File: src/hw/rtl/ibt_pkg.sv
// shared types, codes and constants of the inactivity blank timer
package ibt_pkg;

    // event codes carried in event_kind
    localparam logic [1:0] EV_TICK     = 2'd0;
    localparam logic [1:0] EV_ACTIVITY = 2'd1;
    localparam logic [1:0] EV_PROGRESS = 2'd2;

    // register indexes
    localparam logic REG_BLANK_SECONDS = 1'b0;

    // widths fixed by the fields and state
    localparam int SECONDS_W   = 14;
    localparam int REMAIN_W    = 17;
    localparam int PATTERN_W   = 10;
    localparam int STALL_W     = 6;
    localparam int TPS_W       = 4;
    localparam int ADDR_W      = 3;
    localparam int DATA_W      = 32;

    localparam logic [SECONDS_W-1:0] MAX_SECONDS    = 14'd9999;
    localparam logic [SECONDS_W-1:0] RESET_SECONDS  = 14'd60;
    localparam logic [PATTERN_W-1:0] PATTERN_RELOAD = 10'd600;
    localparam logic [STALL_W-1:0]   STALL_MAX      = 6'd63;

    // parameter defaults
    localparam int STALL_LIMIT_DEF      = 40;
    localparam int PATTERN_INTERVAL_DEF = 600;
    localparam int TICKS_PER_SECOND_DEF = 10;

    typedef struct packed {
        logic [1:0] event_kind;
        logic       button_held;
    } in_item_t;

    typedef struct packed {
        logic blank_request;
        logic unblank_request;
        logic force_black;
        logic pattern_change;
        logic is_blanked;
    } out_item_t;

    // timeout reload from the register port
    typedef struct packed {
        logic                wr;
        logic [REMAIN_W-1:0] interval;
    } cfg_t;

endpackage

File: src/hw/rtl/inactivity_blank_timer.sv
// top level of the screen-blanker inactivity timer with stall watchdog
//
// usage
// - input channel s_valid/s_ready/s_item: one request per event, a 10 Hz tick,
//   a user-activity event or an animation-progress heartbeat
// - result channel m_valid/m_ready/m_item: exactly one result per request,
//   in request order, carrying blank/unblank requests, force_black,
//   pattern_change and the blanked status after that request
// - register port (apb style, pready tied high): blank_seconds at address 0, its
//   timeout clamped to 1..9999 s; a write reloads the timeout and pattern counter
// - a request accepted on s_ready passes the input register, then the decision
//   logic into the result register, before it shows on m_valid
// - throughput: one request per cycle while the receiver keeps m_ready high
// - a stalled receiver holds the result register; the input register still
//   takes one more request, after which s_ready drops until m_ready returns
// - reset (aresetn low, synchronous): timer reloaded to 60 s, not blanked,
//   stall count cleared, both channels empty
// - write registers only while no request is in flight
module inactivity_blank_timer #(
    parameter int STALL_LIMIT      = ibt_pkg::STALL_LIMIT_DEF,
    parameter int PATTERN_INTERVAL = ibt_pkg::PATTERN_INTERVAL_DEF,
    parameter int TICKS_PER_SECOND = ibt_pkg::TICKS_PER_SECOND_DEF
) (
    input  logic                       aclk,
    input  logic                       aresetn,
    input  logic                       s_valid,
    output logic                       s_ready,
    input  ibt_pkg::in_item_t          s_item,
    output logic                       m_valid,
    input  logic                       m_ready,
    output ibt_pkg::out_item_t         m_item,
    input  logic                       psel,
    input  logic                       penable,
    input  logic                       pwrite,
    input  logic [ibt_pkg::ADDR_W-1:0] paddr,
    input  logic [ibt_pkg::DATA_W-1:0] pwdata,
    output logic [ibt_pkg::DATA_W-1:0] prdata,
    output logic                       pready
);

    // input register
    logic              in_valid_reg, in_valid_next;
    ibt_pkg::in_item_t in_item_reg;

    logic                         space;
    logic                         advance;
    logic                         take;
    ibt_pkg::cfg_t                cfg;
    logic [ibt_pkg::REMAIN_W-1:0] interval;
    ibt_pkg::out_item_t           result;

    // a held request moves on whenever the result register can take it
    assign advance = in_valid_reg && space;
    assign s_ready = !in_valid_reg || space;
    assign take    = s_valid && s_ready;

    always_comb begin
        in_valid_next = in_valid_reg;
        if (take) begin
            in_valid_next = 1'b1;
        end else if (advance) begin
            in_valid_next = 1'b0;
        end
    end

    always_ff @(posedge aclk) begin
        if (!aresetn) begin
            in_valid_reg <= 1'b0;
        end else begin
            in_valid_reg <= in_valid_next;
        end
    end

    always_ff @(posedge aclk) begin
        if (take) begin
            in_item_reg <= s_item;
        end
    end

    // register port and clamped interval
    ibt_cfg #(
        .TICKS_PER_SECOND (TICKS_PER_SECOND)
    ) u_cfg (
        .aclk     (aclk),
        .aresetn  (aresetn),
        .psel     (psel),
        .penable  (penable),
        .pwrite   (pwrite),
        .paddr    (paddr),
        .pwdata   (pwdata),
        .prdata   (prdata),
        .pready   (pready),
        .cfg      (cfg),
        .interval (interval)
    );

    // timeout, pattern and stall state
    ibt_core #(
        .STALL_LIMIT      (STALL_LIMIT),
        .PATTERN_INTERVAL (PATTERN_INTERVAL),
        .TICKS_PER_SECOND (TICKS_PER_SECOND)
    ) u_core (
        .aclk     (aclk),
        .aresetn  (aresetn),
        .advance  (advance),
        .item     (in_item_reg),
        .cfg      (cfg),
        .interval (interval),
        .result   (result)
    );

    // result register
    ibt_out_stage u_out (
        .aclk    (aclk),
        .aresetn (aresetn),
        .load    (advance),
        .result  (result),
        .space   (space),
        .m_valid (m_valid),
        .m_ready (m_ready),
        .m_item  (m_item)
    );

endmodule

File: src/hw/rtl/ibt_cfg.sv
// register port: blank_seconds, clamped timeout interval and reload strobe
module ibt_cfg #(
    parameter int TICKS_PER_SECOND = ibt_pkg::TICKS_PER_SECOND_DEF
) (
    input  logic                         aclk,
    input  logic                         aresetn,
    input  logic                         psel,
    input  logic                         penable,
    input  logic                         pwrite,
    input  logic [ibt_pkg::ADDR_W-1:0]   paddr,
    input  logic [ibt_pkg::DATA_W-1:0]   pwdata,
    output logic [ibt_pkg::DATA_W-1:0]   prdata,
    output logic                         pready,
    output ibt_pkg::cfg_t                cfg,
    output logic [ibt_pkg::REMAIN_W-1:0] interval
);

    localparam logic [ibt_pkg::TPS_W-1:0] TPS = ibt_pkg::TPS_W'(TICKS_PER_SECOND);
    localparam logic [ibt_pkg::REMAIN_W-1:0] RESET_INTERVAL =
        ibt_pkg::REMAIN_W'(60 * TICKS_PER_SECOND);

    logic [ibt_pkg::SECONDS_W-1:0] seconds_reg, seconds_next;
    logic [ibt_pkg::REMAIN_W-1:0]  interval_reg, interval_next;
    logic [ibt_pkg::SECONDS_W-1:0] wr_secs;
    logic [ibt_pkg::SECONDS_W-1:0] clamped;
    logic                          wr_en;

    assign pready  = 1'b1;
    assign wr_secs = pwdata[ibt_pkg::SECONDS_W-1:0];
    assign wr_en   = psel && penable && pwrite && (paddr[2] == ibt_pkg::REG_BLANK_SECONDS);

    always_comb begin
        priority if (wr_secs == '0) begin
            clamped = ibt_pkg::SECONDS_W'(1);
        end else if (wr_secs > ibt_pkg::MAX_SECONDS) begin
            clamped = ibt_pkg::MAX_SECONDS;
        end else begin
            clamped = wr_secs;
        end
    end

    always_comb begin
        seconds_next  = seconds_reg;
        interval_next = interval_reg;
        if (wr_en) begin
            seconds_next  = wr_secs;
            interval_next = ibt_pkg::REMAIN_W'(clamped) * ibt_pkg::REMAIN_W'(TPS);
        end
    end

    always_ff @(posedge aclk) begin
        if (!aresetn) begin
            seconds_reg  <= ibt_pkg::RESET_SECONDS;
            interval_reg <= RESET_INTERVAL;
        end else begin
            seconds_reg  <= seconds_next;
            interval_reg <= interval_next;
        end
    end

    assign prdata = (paddr[2] == ibt_pkg::REG_BLANK_SECONDS)
                    ? ibt_pkg::DATA_W'(seconds_reg) : '0;

    assign cfg.wr       = wr_en;
    assign cfg.interval = interval_next;
    assign interval     = interval_reg;

endmodule

File: src/hw/rtl/ibt_core.sv
// timer state and per-request decision logic
module ibt_core #(
    parameter int STALL_LIMIT      = ibt_pkg::STALL_LIMIT_DEF,
    parameter int PATTERN_INTERVAL = ibt_pkg::PATTERN_INTERVAL_DEF,
    parameter int TICKS_PER_SECOND = ibt_pkg::TICKS_PER_SECOND_DEF
) (
    input  logic                         aclk,
    input  logic                         aresetn,
    input  logic                         advance,
    input  ibt_pkg::in_item_t            item,
    input  ibt_pkg::cfg_t                cfg,
    input  logic [ibt_pkg::REMAIN_W-1:0] interval,
    output ibt_pkg::out_item_t           result
);

    localparam logic [ibt_pkg::PATTERN_W:0] PAT_LIMIT =
        (ibt_pkg::PATTERN_W + 1)'(PATTERN_INTERVAL);
    localparam logic [ibt_pkg::STALL_W-1:0] STALL_LIM = ibt_pkg::STALL_W'(STALL_LIMIT);
    localparam logic [ibt_pkg::REMAIN_W-1:0] RESET_INTERVAL =
        ibt_pkg::REMAIN_W'(60 * TICKS_PER_SECOND);

    logic [ibt_pkg::REMAIN_W-1:0]  remain_reg, remain_next;
    logic [ibt_pkg::PATTERN_W-1:0] pattern_reg, pattern_next;
    logic [ibt_pkg::STALL_W-1:0]   stall_reg, stall_next;
    logic                          seen_reg, seen_next;
    logic                          blanked_reg, blanked_next;

    logic [ibt_pkg::PATTERN_W:0]   pat_inc;
    logic [ibt_pkg::STALL_W-1:0]   stall_inc;

    assign pat_inc   = {1'b0, pattern_reg} + 1'b1;
    assign stall_inc = (stall_reg < ibt_pkg::STALL_MAX) ? stall_reg + 1'b1 : stall_reg;

    always_comb begin
        remain_next  = remain_reg;
        pattern_next = pattern_reg;
        stall_next   = stall_reg;
        seen_next    = seen_reg;
        blanked_next = blanked_reg;
        result       = '0;
        if (cfg.wr) begin
            remain_next  = cfg.interval;
            pattern_next = ibt_pkg::PATTERN_RELOAD;
        end else if (advance) begin
            unique case (item.event_kind)
                ibt_pkg::EV_TICK: begin
                    // stall and pattern logic see the status before the tick
                    if (blanked_reg) begin
                        if (pat_inc >= PAT_LIMIT) begin
                            pattern_next          = '0;
                            result.pattern_change = 1'b1;
                        end else begin
                            pattern_next = pat_inc[ibt_pkg::PATTERN_W-1:0];
                        end
                        if (!seen_reg) begin
                            stall_next         = stall_inc;
                            result.force_black = (stall_inc >= STALL_LIM);
                        end else begin
                            seen_next  = 1'b0;
                            stall_next = '0;
                        end
                    end
                    if (remain_reg == '0) begin
                        // held button keeps the counter parked at zero
                        if (!item.button_held) begin
                            result.blank_request = 1'b1;
                            remain_next          = interval;
                            if (!blanked_reg) begin
                                pattern_next = '0;
                            end
                            blanked_next = 1'b1;
                            stall_next   = '0;
                            seen_next    = 1'b0;
                        end
                    end else begin
                        remain_next = remain_reg - 1'b1;
                    end
                end
                ibt_pkg::EV_ACTIVITY: begin
                    if (blanked_reg) begin
                        result.unblank_request = 1'b1;
                        blanked_next           = 1'b0;
                        stall_next             = '0;
                        seen_next              = 1'b0;
                    end
                    remain_next = interval;
                end
                ibt_pkg::EV_PROGRESS: begin
                    if (blanked_reg) begin
                        seen_next = 1'b1;
                    end
                end
                default: begin
                end
            endcase
        end
        result.is_blanked = blanked_next;
    end

    always_ff @(posedge aclk) begin
        if (!aresetn) begin
            remain_reg  <= RESET_INTERVAL;
            pattern_reg <= ibt_pkg::PATTERN_RELOAD;
            stall_reg   <= '0;
            seen_reg    <= 1'b0;
            blanked_reg <= 1'b0;
        end else begin
            remain_reg  <= remain_next;
            pattern_reg <= pattern_next;
            stall_reg   <= stall_next;
            seen_reg    <= seen_next;
            blanked_reg <= blanked_next;
        end
    end

endmodule

File: src/hw/rtl/ibt_out_stage.sv
// result register on the outgoing channel
module ibt_out_stage (
    input  logic                aclk,
    input  logic                aresetn,
    input  logic                load,
    input  ibt_pkg::out_item_t  result,
    output logic                space,
    output logic                m_valid,
    input  logic                m_ready,
    output ibt_pkg::out_item_t  m_item
);

    logic               valid_reg, valid_next;
    ibt_pkg::out_item_t item_reg;

    assign space = !valid_reg || m_ready;

    always_comb begin
        valid_next = valid_reg;
        if (load) begin
            valid_next = 1'b1;
        end else if (m_ready) begin
            valid_next = 1'b0;
        end
    end

    always_ff @(posedge aclk) begin
        if (!aresetn) begin
            valid_reg <= 1'b0;
        end else begin
            valid_reg <= valid_next;
        end
    end

    always_ff @(posedge aclk) begin
        if (load) begin
            item_reg <= result;
        end
    end

    assign m_valid = valid_reg;
    assign m_item  = item_reg;

endmodule
File: config.mk
export PLATFORM = sky130hd
export DESIGN_NAME = inactivity_blank_timer
export DESIGN_NICKNAME = d
export VERILOG_FILES = /design/src/hw/rtl/ibt_pkg.sv /design/src/hw/rtl/inactivity_blank_timer.sv /design/src/hw/rtl/ibt_cfg.sv /design/src/hw/rtl/ibt_core.sv /design/src/hw/rtl/ibt_out_stage.sv
export SDC_FILE = /design/constraint.sdc
export NUM_CORES = 1
export LEC_CHECK = 0
export BUFFER_PORTS_ARGS = -buffer_cell sky130_fd_sc_hd__buf_4
export CAP_MARGIN = 20
export CORE_UTILIZATION = 45
export DETAILED_ROUTE_END_ITERATION = 10
export PLACE_DENSITY = 0.71
export SLEW_MARGIN = 20
export SYNTH_ARGS = -nofsm -noshare
export SYNTH_HDL_FRONTEND = slang
export SYNTH_SLANG_ARGS = --single-unit
File: constraint.sdc
create_clock -name aclk -period 9.7 [get_ports aclk]
set_input_delay 0 -clock aclk [delete_from_list [all_inputs] [get_ports aclk]]
set_output_delay 0 -clock aclk [all_outputs]
set_load 0.01 [all_outputs]
==> run metrics <==
Setup TNS 0 ns; DRT Pass-1 Iters 4; type of the worst min-delay path input port to flip-flop; top cell type by total area after synthesis dfxtp_1; clk sinks 76; drt total wl 11400 um; Ports 85; power share of the combinational group 18.9%; H-tree depth 3; Area Overhead vs Synth 16.3%; pre-CTS setup slack 5.94 ns; post-synthesis sequential area ratio 32.4%; core area 0.0105 mm2; Mapped Area just under 0.005 mm2; grt met1 use 25.0%; Power Density around 140 mW/mm2; top post-synthesis cells by area dfxtp_1 28%, ha_1 7.3%, a21oi_1 6.6%; post-synthesis simple-gate area fraction 27.5%; layout cells sized above 1 12.6%; cts bufs inserted 9; multiplexer share of the synthesized area 2.05%; Final min period roughly 4 ns; hpwl dp approximately 7800 um; Final WS setup 5.70 ns; Int Pwr about 0.00057 W; Post-Synth Adder-Cell Area 7.75%; Synth Area in XOR/XNOR 4.08%; YS warnings 0; vias per cell 5.56; most frequent cells after synthesis 80 x nand2_1, 68 x dfxtp_1, 65 x a21oi_1, 43 x nor2_1, 29 x ha_1; Relative slew margins around half; Compound-Gate Fraction of Synth Area 19.2%; main combinational cell family by area after synthesis simple AND/OR/NAND/NOR gates; WP data required 9.94 ns; Final Hold Viols 0; Setup violations, final 0; switching power 0.000212 W; post-DR wirelength/cell 14.1 um; DRT antenna net count 0; crit path max fanout 12; nets@finish 743; Cells after DPL 769; diode count 0; Clock power frac about 38%; Yosys reg bits 76; CP endpoint kind flip-flop; CTS max path bufs 2; Port Buffers between 40 and 50; initial DRC count 211; Die Ht 107 um; max_cap viols 0; VDD IR-drop max 0.0651 mV; Seq pwr share 43.2%; Tot GR Track Use approximately a fifth; worst-margin pin slew 0.738 ns; gpl congestion 0.856; Die ar. 0.0114 mm2; CP Launch Type input port; busiest grt layer met2; Final Non-Filler Cells 809; starting density of the core 47.2%; mean post-synth cell area 8.00 um2; worst endpoint data arrival time 4.23 ns; Sw Ratio 27.3%; Max Slew Vio Count 0; Synth Instances just over 600; Distinct cells, synth between 60 and 70; global-route wire length before repair 19300 um; top_reg_cell synth dfxtp_1; Post-Route Utilization 54.9%; crit path kind input port to flip-flop; Synth top area share 27.6%; leak pwr 2.29 nW; Peak Freq 0.250 GHz; EDFF count, synth 8; fin crit share 41.2%; Placement Rows 37; number of remaining DRC errors 0; antenna violations before repair 0; vias in the first global route 4161; status finished clean; Post-synth ARST share 0%; GRT met2 Usage 37.0%; clock edge transition at the registers on the reported setup and hold paths about 0.080 ns; Final Skew 0.0100 ns; Worst-Skew Late Latency 0.36 ns; Chip Width approximately 110 um; RSZ-0062 raised after global routing no; post-CTS setup buffers 0; Via Count around 4.5k; grt ovf 0; clock root buffer clkbuf_8; most frequent cell after synthesis nand2_1; met3 usage under 10%; CTS tree built; largest net degree at the start of global routing 53
[cell usage in the layout (no fill, tap or decap), drive strengths merged, types with 9 or more instances in the layout]
cell,Yosys,routed
inv,15,15
a21oi,67,67
buf,28,49
and3,11,11
and2,9,9
dlygate4sd3,0,24
ha,29,29
dfxtp,68,68
nor2,46,46
nor3,21,21
nand2,84,84
a31oi,10,10
nand2b,12,12
nor2b,18,18
xnor2,15,15
conb,2,19
nor4,9,9
mux2i,9,9
o21ai,27,27
clkbuf,22,13
nand3,23,23
[per-stage QoR]
stage               hold slack, ns  instance area [um2]  total power (W)
global placement             0.180                 5260         0.000478
floorplan                   0.0464                 5000         0.000449
CTS                          0.263                 5750         0.000782
global route                 0.335                 5750         0.000815
detailed placement           0.180                 5260         0.000481
finish                       0.276                 5750         0.000778
[power groups by stage]
stage	Clock, W	Combinational (W)	Sequential [W]
floorplan	0	0.000107	0.000342
global placement	0	0.000135	0.000343
detailed placement	0	0.000138	0.000343
CTS	0.000300	0.000146	0.000336
global route	0.000314	0.000164	0.000338
finish	0.000294	0.000147	0.000336
[worst max-delay path, cell delays in order]
cell           delay, ns
dlygate4sd3_1       0.55
buf_4               0.17
nor4_1              0.33
o21ai_0             0.21
nand2_1             0.29
nand2b_1            0.15
ha_1                0.33
ha_1                0.23
fa_1                0.40
a21o_1              0.20
a21oi_1             0.30
o21ai_0             0.19
and2_1              0.23
and4_1              0.19
a211oi_1            0.34
a21oi_1             0.11
[routing by layer]
layer | share of wire, % | vias up | wire length [um]
met2 | 50 | 100 | 5660
met3 | 4.2 | 13 | 476
met5 | 0 | - | 0
li1 | - | 2265 | -
met1 | 45 | 2120 | 5150
met4 | 1.0 | 0 | 117
[worst paths after layout]
| kind | to | from | depth (start not counted) | slack [ns] |
|---|---|---|---|---|
| worst max-delay path | u_cfg.interval[16] | pwdata[4] | 16 | 5.70 |
| worst min register to register | u_cfg.interval[4] | u_cfg.interval[4] | 2 | 0.45 |
| worst min-delay path | u_core.pattern_reg[3] | pwrite | 4 | 0.28 |
| worst max register to register | u_core.remain_reg[2] | u_core.remain_reg[0] | 10 | 7.12 |
[final cells by class]
cell class,instances,area (um2)
inverter,15,56.3
timing repair buffer,73,608
multi-input combinational,493,3060
tap,136,170
sequential,76,1600
clock buffer,13,180
fill,978,4720
clock inverter,3,65.1
[what timing repair did]
item,4_1_cts,5_1_grt
endpoints found under the hold margin,25,0
hold buffers,24,0
resized for setup,0,0
setup endpoints to repair,0,0
[cell families (layout without fill, tap and decap cells)]
group / after synthesis / after routing
adder cells (fa/ha/maj): 30 / 30
AO/OA/AOI/OAI: 154 / 154
multiplexers: 10 / 10
XOR/XNOR: 23 / 23
other: 2 / 19
flip-flops: 76 / 76
buffers and inverters: 65 / 104
AND/OR/NAND/NOR: 257 / 257
No activity file was read; power rests on OpenSTA's default activity.
